[src/sv/smile_value_token_encoder_core_macros.svh]
// Assertion helpers shared by the encoder RTL.
// Every check is clocked on clk and is off while rst_n is low.
`ifndef SMILE_VALUE_TOKEN_ENCODER_CORE_MACROS_SVH
`define SMILE_VALUE_TOKEN_ENCODER_CORE_MACROS_SVH

// The consequent must hold in the same cycle as the antecedent.
`define SVTE_ASSERT_SAME(lbl, ante, cons, msg) \
    lbl: assert property (@(posedge clk) disable iff (!rst_n) (ante) |-> (cons)) \
        else $error(msg);

// The consequent must hold in the cycle after the antecedent.
`define SVTE_ASSERT_NEXT(lbl, ante, cons, msg) \
    lbl: assert property (@(posedge clk) disable iff (!rst_n) (ante) |=> (cons)) \
        else $error(msg);

`endif

[src/sv/svte_pkg.sv]
package svte_pkg;

    localparam int unsigned TOKEN_MAX_BYTES = 11;
    localparam int unsigned TOKEN_IDX_W     = 4;
    localparam int unsigned VINT_MAX_GROUPS = 5;

    typedef enum logic [1:0] {
        MODE_INT        = 2'd0,
        MODE_DOUBLE     = 2'd1,
        MODE_TEXT_START = 2'd2,
        MODE_TEXT_CHAR  = 2'd3
    } mode_t;

    typedef logic [7:0] byte_t;

    localparam byte_t BYTE_SMALL_INT       = 8'hC0;
    localparam byte_t BYTE_VINT_PREFIX     = 8'h24;
    localparam byte_t BYTE_DOUBLE          = 8'h29;
    localparam byte_t BYTE_TEXT_EMPTY      = 8'h20;
    localparam byte_t BYTE_TEXT_SHORT_BASE = 8'h3F;
    localparam byte_t BYTE_TEXT_LONG       = 8'hE0;
    localparam byte_t BYTE_TEXT_END        = 8'hFC;
    localparam byte_t VINT_LAST_MARK       = 8'h80;

    localparam logic [30:0] INT_SATURATION = 31'h7FFF_FFFF;
    localparam logic [15:0] SHORT_TEXT_MAX = 16'd64;

    // One encoded token: bytes[0] goes out first, count is 1 to 11.
    typedef struct packed {
        byte_t [TOKEN_MAX_BYTES-1:0] bytes;
        logic [TOKEN_IDX_W-1:0]      count;
    } token_t;

    typedef struct packed {
        logic full;
        logic empty;
    } queue_stat_t;

    typedef struct packed {
        logic long_open;
    } front_stat_t;

endpackage

[src/sv/svte_channel_if.sv]
// Input channel: one value item per transaction.
interface svte_item_if;
    logic        valid;
    logic        ready;
    logic [1:0]  mode;
    logic [63:0] value_bits;
    logic [15:0] text_length;
    logic [7:0]  text_byte;
    logic        final_char;

    modport source (
        output valid, mode, value_bits, text_length, text_byte, final_char,
        input  ready
    );
    modport sink (
        input  valid, mode, value_bits, text_length, text_byte, final_char,
        output ready
    );
endinterface

// Output channel: one encoded byte per transaction.
interface svte_stream_if;
    logic       valid;
    logic       ready;
    logic [7:0] out_byte;
    logic       token_end;

    modport source (
        output valid, out_byte, token_end,
        input  ready
    );
    modport sink (
        input  valid, out_byte, token_end,
        output ready
    );
endinterface

[src/sv/smile_value_token_encoder_core.sv]
// When the encoder is idle, the first byte of a token passes through the token queue,
// the back end's current-token register and the output register before it is offered.
// Throughput: one output byte per cycle while the receiver is ready; a token is 1 to 11
// bytes (11 for a double, 2 to 6 for a large integer), sent by the back end's serializer.
// Reset (rst_n, asynchronous, active low) empties the queue and output register and
// closes any open long string.
`include "smile_value_token_encoder_core_macros.svh"

// Smile value token encoder.
//
// The front end takes one item per transaction whenever the token queue has room and
// turns it into a complete token (up to eleven bytes plus a byte count) in the same
// cycle. It also owns the long-string flag, which is updated in item order as items
// are accepted, so the flag never has to wait for the back end.
//
// The queue decouples the two halves: the front end keeps accepting short items while
// the back end is still busy serializing a long token.
//
// The back end holds the token being sent and an index, and moves one byte per cycle,
// unless the output stalls, into an output register. When the last byte of a token
// moves out, the next token is taken from the queue in that same cycle, so single-byte
// tokens stream at full rate. token_end marks the last byte of each token.
module smile_value_token_encoder_core #(
    parameter int unsigned QUEUE_DEPTH = 2
) (
    input  logic           clk,
    input  logic           rst_n,
    svte_item_if.sink      item,
    svte_stream_if.source  stream
);

    logic                  push;
    logic                  pop;
    svte_pkg::token_t      push_data;
    svte_pkg::token_t      head;
    svte_pkg::queue_stat_t qstat;
    svte_pkg::front_stat_t fstat;

    svte_front u_front (
        .clk       (clk),
        .rst_n     (rst_n),
        .item      (item),
        .qstat     (qstat),
        .push      (push),
        .push_data (push_data),
        .fstat     (fstat)
    );

    svte_queue #(
        .DEPTH (QUEUE_DEPTH)
    ) u_queue (
        .clk       (clk),
        .rst_n     (rst_n),
        .push      (push),
        .push_data (push_data),
        .pop       (pop),
        .pop_data  (head),
        .stat      (qstat)
    );

    svte_back u_back (
        .clk    (clk),
        .rst_n  (rst_n),
        .head   (head),
        .qstat  (qstat),
        .pop    (pop),
        .stream (stream)
    );

    // A token is never written into a full queue.
    `SVTE_ASSERT_SAME(a_no_push_when_full, push, !qstat.full, "token pushed into a full queue")

    // A long string header opens the long-string state.
    `SVTE_ASSERT_NEXT(a_long_open_set, item.valid && item.ready && item.mode == svte_pkg::MODE_TEXT_START && item.text_length > svte_pkg::SHORT_TEXT_MAX, fstat.long_open, "long string header did not open the string")

    // The final character of a string always leaves the long-string state closed.
    `SVTE_ASSERT_NEXT(a_long_open_clear, item.valid && item.ready && item.mode == svte_pkg::MODE_TEXT_CHAR && item.final_char, !fstat.long_open, "final character left a long string open")

endmodule

[src/sv/svte_front.sv]
module svte_front (
    input  logic                 clk,
    input  logic                 rst_n,
    svte_item_if.sink            item,
    input  svte_pkg::queue_stat_t qstat,
    output logic                 push,
    output svte_pkg::token_t     push_data,
    output svte_pkg::front_stat_t fstat
);

    logic               long_open_reg;
    logic               long_open_next;
    logic [30:0]        v_sat;
    logic [31:0]        z;
    logic [2:0]         ngroups;
    svte_pkg::byte_t    grp [svte_pkg::VINT_MAX_GROUPS];
    svte_pkg::token_t   tok;

    assign item.ready = !qstat.full;
    assign push       = item.valid && item.ready;
    assign push_data  = tok;
    assign fstat.long_open = long_open_reg;

    // Saturate, zigzag and split into VInt groups; the last group carries the marker.
    always_comb
    begin
        v_sat = (item.value_bits[63:31] != '0) ? svte_pkg::INT_SATURATION
                                               : item.value_bits[30:0];
        z = {v_sat, 1'b0};
        grp[0] = svte_pkg::VINT_LAST_MARK | {2'b00, z[5:0]};
        grp[1] = {1'b0, z[12:6]};
        grp[2] = {1'b0, z[19:13]};
        grp[3] = {1'b0, z[26:20]};
        grp[4] = {3'b000, z[31:27]};
        priority if (z[31:27] != '0)
            ngroups = 3'd5;
        else if (z[26:20] != '0)
            ngroups = 3'd4;
        else if (z[19:13] != '0)
            ngroups = 3'd3;
        else if (z[12:6] != '0)
            ngroups = 3'd2;
        else
            ngroups = 3'd1;
    end

    always_comb
    begin
        tok            = '0;
        long_open_next = long_open_reg;
        unique case (svte_pkg::mode_t'(item.mode))
            svte_pkg::MODE_INT:
            begin
                if (z[31:5] == '0)
                begin
                    tok.bytes[0] = svte_pkg::BYTE_SMALL_INT + z[7:0];
                    tok.count    = 4'd1;
                end
                else
                begin
                    tok.bytes[0] = svte_pkg::BYTE_VINT_PREFIX;
                    for (int j = 0; j < svte_pkg::VINT_MAX_GROUPS; j++)
                    begin
                        if (3'(j) < ngroups)
                            tok.bytes[j+1] = grp[ngroups - 3'(j) - 3'd1];
                    end
                    tok.count = {1'b0, ngroups} + 4'd1;
                end
            end
            svte_pkg::MODE_DOUBLE:
            begin
                tok.bytes[0] = svte_pkg::BYTE_DOUBLE;
                tok.bytes[1] = {7'd0, item.value_bits[63]};
                for (int k = 0; k < 9; k++)
                    tok.bytes[k+2] = {1'b0, item.value_bits[56-7*k +: 7]};
                tok.count = 4'd11;
            end
            svte_pkg::MODE_TEXT_START:
            begin
                tok.count = 4'd1;
                if (item.text_length == '0)
                begin
                    tok.bytes[0]   = svte_pkg::BYTE_TEXT_EMPTY;
                    long_open_next = 1'b0;
                end
                else if (item.text_length <= svte_pkg::SHORT_TEXT_MAX)
                begin
                    tok.bytes[0]   = svte_pkg::BYTE_TEXT_SHORT_BASE + item.text_length[7:0];
                    long_open_next = 1'b0;
                end
                else
                begin
                    tok.bytes[0]   = svte_pkg::BYTE_TEXT_LONG;
                    long_open_next = 1'b1;
                end
            end
            svte_pkg::MODE_TEXT_CHAR:
            begin
                tok.bytes[0] = item.text_byte;
                tok.count    = 4'd1;
                if (item.final_char && long_open_reg)
                begin
                    tok.bytes[1]   = svte_pkg::BYTE_TEXT_END;
                    tok.count      = 4'd2;
                    long_open_next = 1'b0;
                end
            end
            default:
            begin
                tok = '0;
            end
        endcase
    end

    always_ff @(posedge clk or negedge rst_n)
    begin
        if (!rst_n)
            long_open_reg <= 1'b0;
        else if (push)
            long_open_reg <= long_open_next;
    end

endmodule

[src/sv/svte_queue.sv]
module svte_queue #(
    parameter int unsigned DEPTH = 2
) (
    input  logic                  clk,
    input  logic                  rst_n,
    input  logic                  push,
    input  svte_pkg::token_t      push_data,
    input  logic                  pop,
    output svte_pkg::token_t      pop_data,
    output svte_pkg::queue_stat_t stat
);

    localparam int unsigned PTR_W = (DEPTH > 1) ? $clog2(DEPTH) : 1;
    localparam int unsigned CNT_W = $clog2(DEPTH + 1);
    localparam logic [PTR_W-1:0] PTR_LAST = PTR_W'(DEPTH - 1);
    localparam logic [CNT_W-1:0] CNT_FULL = CNT_W'(DEPTH);

    svte_pkg::token_t mem_reg [DEPTH];
    logic [PTR_W-1:0] wr_ptr_reg, wr_ptr_next;
    logic [PTR_W-1:0] rd_ptr_reg, rd_ptr_next;
    logic [CNT_W-1:0] cnt_reg, cnt_next;
    logic             do_push, do_pop;

    assign stat.full  = (cnt_reg == CNT_FULL);
    assign stat.empty = (cnt_reg == '0);
    assign do_push    = push && !stat.full;
    assign do_pop     = pop && !stat.empty;
    assign pop_data   = mem_reg[rd_ptr_reg];

    always_comb
    begin
        wr_ptr_next = wr_ptr_reg;
        rd_ptr_next = rd_ptr_reg;
        cnt_next    = cnt_reg;
        if (do_push)
            wr_ptr_next = (wr_ptr_reg == PTR_LAST) ? '0 : wr_ptr_reg + 1'b1;
        if (do_pop)
            rd_ptr_next = (rd_ptr_reg == PTR_LAST) ? '0 : rd_ptr_reg + 1'b1;
        if (do_push && !do_pop)
            cnt_next = cnt_reg + 1'b1;
        else if (do_pop && !do_push)
            cnt_next = cnt_reg - 1'b1;
    end

    always_ff @(posedge clk or negedge rst_n)
    begin
        if (!rst_n)
        begin
            wr_ptr_reg <= '0;
            rd_ptr_reg <= '0;
            cnt_reg    <= '0;
        end
        else
        begin
            wr_ptr_reg <= wr_ptr_next;
            rd_ptr_reg <= rd_ptr_next;
            cnt_reg    <= cnt_next;
        end
    end

    always_ff @(posedge clk)
    begin
        if (do_push)
            mem_reg[wr_ptr_reg] <= push_data;
    end

endmodule

[src/sv/svte_back.sv]
module svte_back (
    input  logic                  clk,
    input  logic                  rst_n,
    input  svte_pkg::token_t      head,
    input  svte_pkg::queue_stat_t qstat,
    output logic                  pop,
    svte_stream_if.source         stream
);

    logic                               cur_valid_reg, cur_valid_next;
    svte_pkg::token_t                   cur_reg;
    logic [svte_pkg::TOKEN_IDX_W-1:0]   idx_reg, idx_next;
    logic                               out_valid_reg, out_valid_next;
    svte_pkg::byte_t                    out_byte_reg;
    logic                               out_end_reg;
    logic                               advance;
    logic                               last;
    logic                               load;

    assign advance = cur_valid_reg && (!out_valid_reg || stream.ready);
    assign last    = (idx_reg == cur_reg.count - 4'd1);
    assign load    = !cur_valid_reg || (advance && last);
    assign pop     = load && !qstat.empty;

    assign stream.valid     = out_valid_reg;
    assign stream.out_byte  = out_byte_reg;
    assign stream.token_end = out_end_reg;

    always_comb
    begin
        cur_valid_next = cur_valid_reg;
        idx_next       = idx_reg;
        if (load)
        begin
            cur_valid_next = !qstat.empty;
            idx_next       = '0;
        end
        else if (advance)
        begin
            idx_next = idx_reg + 4'd1;
        end
        if (advance)
            out_valid_next = 1'b1;
        else if (stream.ready)
            out_valid_next = 1'b0;
        else
            out_valid_next = out_valid_reg;
    end

    always_ff @(posedge clk or negedge rst_n)
    begin
        if (!rst_n)
        begin
            cur_valid_reg <= 1'b0;
            idx_reg       <= '0;
            out_valid_reg <= 1'b0;
        end
        else
        begin
            cur_valid_reg <= cur_valid_next;
            idx_reg       <= idx_next;
            out_valid_reg <= out_valid_next;
        end
    end

    always_ff @(posedge clk)
    begin
        if (pop)
            cur_reg <= head;
        if (advance)
        begin
            out_byte_reg <= cur_reg.bytes[idx_reg];
            out_end_reg  <= last;
        end
    end

endmodule

[src/flat_wrapper.sv]
// flat-port wrapper written by rule: the top's interface ports become plain ports
module smile_value_token_encoder_core_flat 
#(
    parameter int unsigned QUEUE_DEPTH = 2
)
  (clk, rst_n, item_valid, item_mode, item_value_bits, item_text_length, item_text_byte, item_final_char, item_ready, stream_valid, stream_out_byte, stream_token_end, stream_ready);
  svte_item_if item_i ();
  svte_stream_if stream_i ();
  input  logic clk;
  input  logic rst_n;
  input wire logic [$bits(item_i.valid)-1:0] item_valid;
  input wire logic [$bits(item_i.mode)-1:0] item_mode;
  input wire logic [$bits(item_i.value_bits)-1:0] item_value_bits;
  input wire logic [$bits(item_i.text_length)-1:0] item_text_length;
  input wire logic [$bits(item_i.text_byte)-1:0] item_text_byte;
  input wire logic [$bits(item_i.final_char)-1:0] item_final_char;
  output wire logic [$bits(item_i.ready)-1:0] item_ready;
  output wire logic [$bits(stream_i.valid)-1:0] stream_valid;
  output wire logic [$bits(stream_i.out_byte)-1:0] stream_out_byte;
  output wire logic [$bits(stream_i.token_end)-1:0] stream_token_end;
  input wire logic [$bits(stream_i.ready)-1:0] stream_ready;
  assign item_i.valid = item_valid;
  assign item_i.mode = item_mode;
  assign item_i.value_bits = item_value_bits;
  assign item_i.text_length = item_text_length;
  assign item_i.text_byte = item_text_byte;
  assign item_i.final_char = item_final_char;
  assign item_ready = item_i.ready;
  assign stream_valid = stream_i.valid;
  assign stream_out_byte = stream_i.out_byte;
  assign stream_token_end = stream_i.token_end;
  assign stream_i.ready = stream_ready;
  smile_value_token_encoder_core #(.QUEUE_DEPTH(QUEUE_DEPTH)) u_core (.clk(clk), .rst_n(rst_n), .item(item_i), .stream(stream_i));
endmodule
[config.mk]
export PLATFORM = sky130hd
export DESIGN_NAME = smile_value_token_encoder_core_flat
export DESIGN_NICKNAME = d
export VERILOG_FILES = /design/src/sv/svte_pkg.sv /design/src/sv/svte_channel_if.sv /design/src/sv/smile_value_token_encoder_core.sv /design/src/sv/svte_front.sv /design/src/sv/svte_queue.sv /design/src/sv/svte_back.sv /design/src/flat_wrapper.sv
export VERILOG_INCLUDE_DIRS = /design/src /design/src/sv
export SDC_FILE = /design/constraint.sdc
export NUM_CORES = 1
export LEC_CHECK = 0
export ABC_AREA = 1
export BUFFER_PORTS_ARGS = -buffer_cell sky130_fd_sc_hd__buf_2
export CELL_PAD_IN_SITES_DETAIL_PLACEMENT = 1
export CELL_PAD_IN_SITES_GLOBAL_PLACEMENT = 2
export CORE_MARGIN = 8
export CORE_UTILIZATION = 42
export DETAILED_ROUTE_END_ITERATION = 10
export PLACE_DENSITY_LB_ADDON = 0.1
export SLEW_MARGIN = 20
export SYNTH_ARGS = -nofsm -noshare
export SYNTH_HDL_FRONTEND = slang
export SYNTH_SLANG_ARGS = --single-unit
export TNS_END_PERCENT = 20
[constraint.sdc]
create_clock -name clk -period 11.55 [get_ports clk]
set_input_delay 2.31 -clock clk [delete_from_list [all_inputs] [get_ports clk]]
set_output_delay 2.31 -clock clk [all_outputs]
set_load 0.005 [all_outputs]
==> flow_metrics.py <==
metrics = {
    "route": {
        "drtIter0Drc": 635,
        "routed_wirelength_mm": 41.2,
        "wl_per_cell_um": 22.9,
        "vias_per_cell": 5.24,
        "drtPass1Iterations": 5,
        "dr_total_vias": 9411,
        "ant_nets": 0,
        "drc_errors": 0,
    },
    "floorplan": {
        "start_util_pct": 42.3,
        "dieArea_um2": 36500,
        "coreArea_um2": 30400,
        "io_pins": 106,
        "placementRows": 64,
        "die_height_um": 191,
        "die_w_um": 191,
    },
    "sta": {
        "max_freq_mhz": 139,
        "rsz0062_at_grt": "false",
        "relSlewSlack_pct": 30.7,
        "worst_hold_slack_ns": 0.471,
        "finClkSkew_ns": 0.00575,
        "hold_viol_final": 0,
        "setup_tns_ns": 0,
        "period_share_pct": 62.5,
        "setup_viol": 0,
        "slew_violations": 0,
        "min_period_ns": 7.22,
        "worst_slew_pin_slew_ns": 1.04,
    },
    "cells_and_area": {
        "final_cell_area_um2": 14600,
        "mostFrequentLayoutCells": "nand2_1, edfxtp_1, nor2_1, buf_2, inv_1",
        "seq_area_um2": 8380,
        "diodes": 0,
        "multi_input_area_um2": 3960,
        "drive_gt1_share_pct": 12.9,
        "nets": 1485,
        "fin_util_pct": 48.0,
        "num-fill-cells": 3438,
        "final_common_cell": "nand2_1",
        "largest_reg_flops": 174,
        "syn2layout_area_growth_pct": 13.4,
        "finalNonFillerCells": 1796,
    },
    "yosys": {
        "yosysWarnings": 0,
        "synth_top_area_cell": "edfxtp_1",
        "syn_nets": 1390,
        "ys_top_cells_by_area": "edfxtp_1, nand2_1, nor2_1",
        "dominantRegCellSynth": "edfxtp_1",
        "synth_top_area_share_pct": 62.9,
        "yosysSeqAreaShare_pct": 65.1,
        "synth_area_per_cell_um2": 10.0,
        "synth_seq_cells": 281,
        "ys_types": 47,
        "synth.cell_area_um2": 12900,
        "syn_inst": 1283,
        "synth-async-reset-ratio_pct": 3.91,
        "synth_edf_count": 270,
    },
    "grt": {
        "use_met1_pct": 32.8,
        "grt_use_met2_pct": 36.6,
        "grt_max_degree": 69,
        "grt.overflow.total": 0,
        "grt_antenna_before_repair": 0,
        "grt_busiest_layer": "met2",
        "grt_use_total_pct": 22.7,
        "grt_pass1_vias": 9930,
        "grt_pass1_wl_mm": 62.1,
        "grt_use_met3_pct": 2.48,
    },
    "cts": {
        "numCtsBuffers": 29,
        "cts_max_path_buffers": 3,
        "cts_htree_levels": 1,
        "root_buffer": "clkbuf_16",
        "clkSlewWorstSetupHoldPaths_ns": 0.06,
        "cts_tree": "done",
        "clk_latency_ns": 0.53,
        "cts.hold.buffers_added": 0,
        "post_cts_buffers": 0,
        "cts-resized-gates": 0,
        "cts_num_sinks": 281,
    },
    "pwr": {
        "power.density_nw_per_um2": 233,
        "peakVddDrop_v": 0.000142,
        "p_leak_nw": 5.97,
    },
    "critical_path": {
        "crit_start": "item_value_bits[32]",
        "crit_family": "simple AND/OR/NAND/NOR gates",
        "r2r_slack_ns": 7.55,
        "critPathKind": "in -> reg",
        "crit_chain": "buf_2 -> nor2_1 -> nand2_1 -> nor2_1 -> nand3_1 -> nor2_4 -> clkinv_1 -> nor2_1 -> ha_1 -> nand4_2 -> o21ai_0 -> inv_1 -> ha_1 -> inv_1 -> nand3_1 -> nand2_2 -> inv_2 -> nand2_1 -> nand3_1 -> nand2_1",
        "r2r-end": "u_core.u_back.cur_reg[58]",
        "critPathCaptureType": "register",
        "slowest_stage": "clkinv_1",
        "arrival_ns": 7.50,
        "endpoint": "u_core.u_queue.mem_reg[1][24]",
        "crit_path_start_kind": "primary input",
        "cp.required_ns": 11.83,
        "slowest_delay_ns": 0.73,
        "r2r_start": "u_core.u_back.idx_reg[0]",
        "path_buf_inv": 5,
        "rr_worst_depth": 11,
        "critPathMaxFanout": 27,
        "cp.depth": 20,
    },
    "flow_run": {
        "maxCapViolCount": 0,
    },
    "placed_design": {
        "gp_congestion": 0.938,
        "placedCellCount": 1743,
        "io_buffers": 105,
        "place_hpwl_mm": 30.2,
        "place_area_um2": 13800,
    },
    "hold_path": {
        "hp-class": "reg -> reg",
    },
    "status": {
        "outcome": "finished, final reports clean",
    },
}
worst register-to-register path, cell delays in order, from the launching register on:
cell and delay [ns]:
dfrtp_1 0.33, buf_4 0.44, inv_1 0.11, buf_4 0.30
nand2_1 0.12, nand4_1 0.09, nor3_1 0.26, inv_1 0.13
o21ai_1 0.31, o21ai_0 0.34, clkinv_2 0.38, buf_4 0.77
stage by stage:
| stage | worst slack (ns) | total power [mW] |
|---|---|---|
| after floorplan | 4.97 | 2.21 |
| after global placement | 3.95 | 2.57 |
| after detailed placement | 3.81 | 2.60 |
| after CTS | 4.36 | 3.45 |
| after global routing | 3.84 | 3.60 |
| final | 4.33 | 3.41 |
cells in the mapped netlist, drive strengths merged, types with 4 or more instances:
cell type	instances
o211ai	11
nand4	15
o31ai	5
nand3	60
buf	15
nor4	4
or2	5
inv	87
edfxtp	270
nor2	140
ha	12
xnor2	6
a2bb2oi	8
a21oi	16
o221ai	7
nand2	485
o21ai	70
clkbuf	34
dfrtp	11
nor3	4
xor2	4
worst min-delay path by stage:
stage                                    startpoint                        end  slack [ns]  depth (start not counted)
final                          u_core.u_front.fstat       u_core.u_front.fstat        0.47                          2
after detailed placement       u_core.u_front.fstat       u_core.u_front.fstat        0.46                          2
after floorplan                u_core.u_front.fstat       u_core.u_front.fstat        0.44                          2
after global placement         u_core.u_front.fstat       u_core.u_front.fstat        0.45                          2
after global routing      u_core.u_queue.cnt_reg[0]  u_core.u_queue.cnt_reg[0]        0.51                          1
after CTS                      u_core.u_front.fstat       u_core.u_front.fstat        0.48                          2
metal layers:
metal	vias to the layer above	share of wire [%]
met5	-	0
met4	0	1.7
met3	45	4.3
met2	228	47
met1	4628	47
li1	4510	-
power breakdown:
part,switching [mW],internal [mW]
Clock,0.375,0.481
Combinational,0.667,0.227
Sequential,0.117,1.54
Total,1.16,2.25
layout make-up:
cell class	count	share of cell area (%)
Clock buffer	36	5.15
Clock inverter	17	0.719
Inverter	88	2.29
Multi-Input combinational cell	865	27.1
Sequential cell	281	57.4
Tap cell	396	3.39
Timing Repair Buffer	113	4.01
kinds of logic after synthesis:
group	count (synthesis)	synth area share [%]
simple gates	719	23.0
compound gates	124	5.76
fa+ha+maj	12	1.17
xor+xnor	10	0.680
buf+inv	137	4.36
flops	281	65.1
Note: power is estimated with default switching activity, not from simulation.
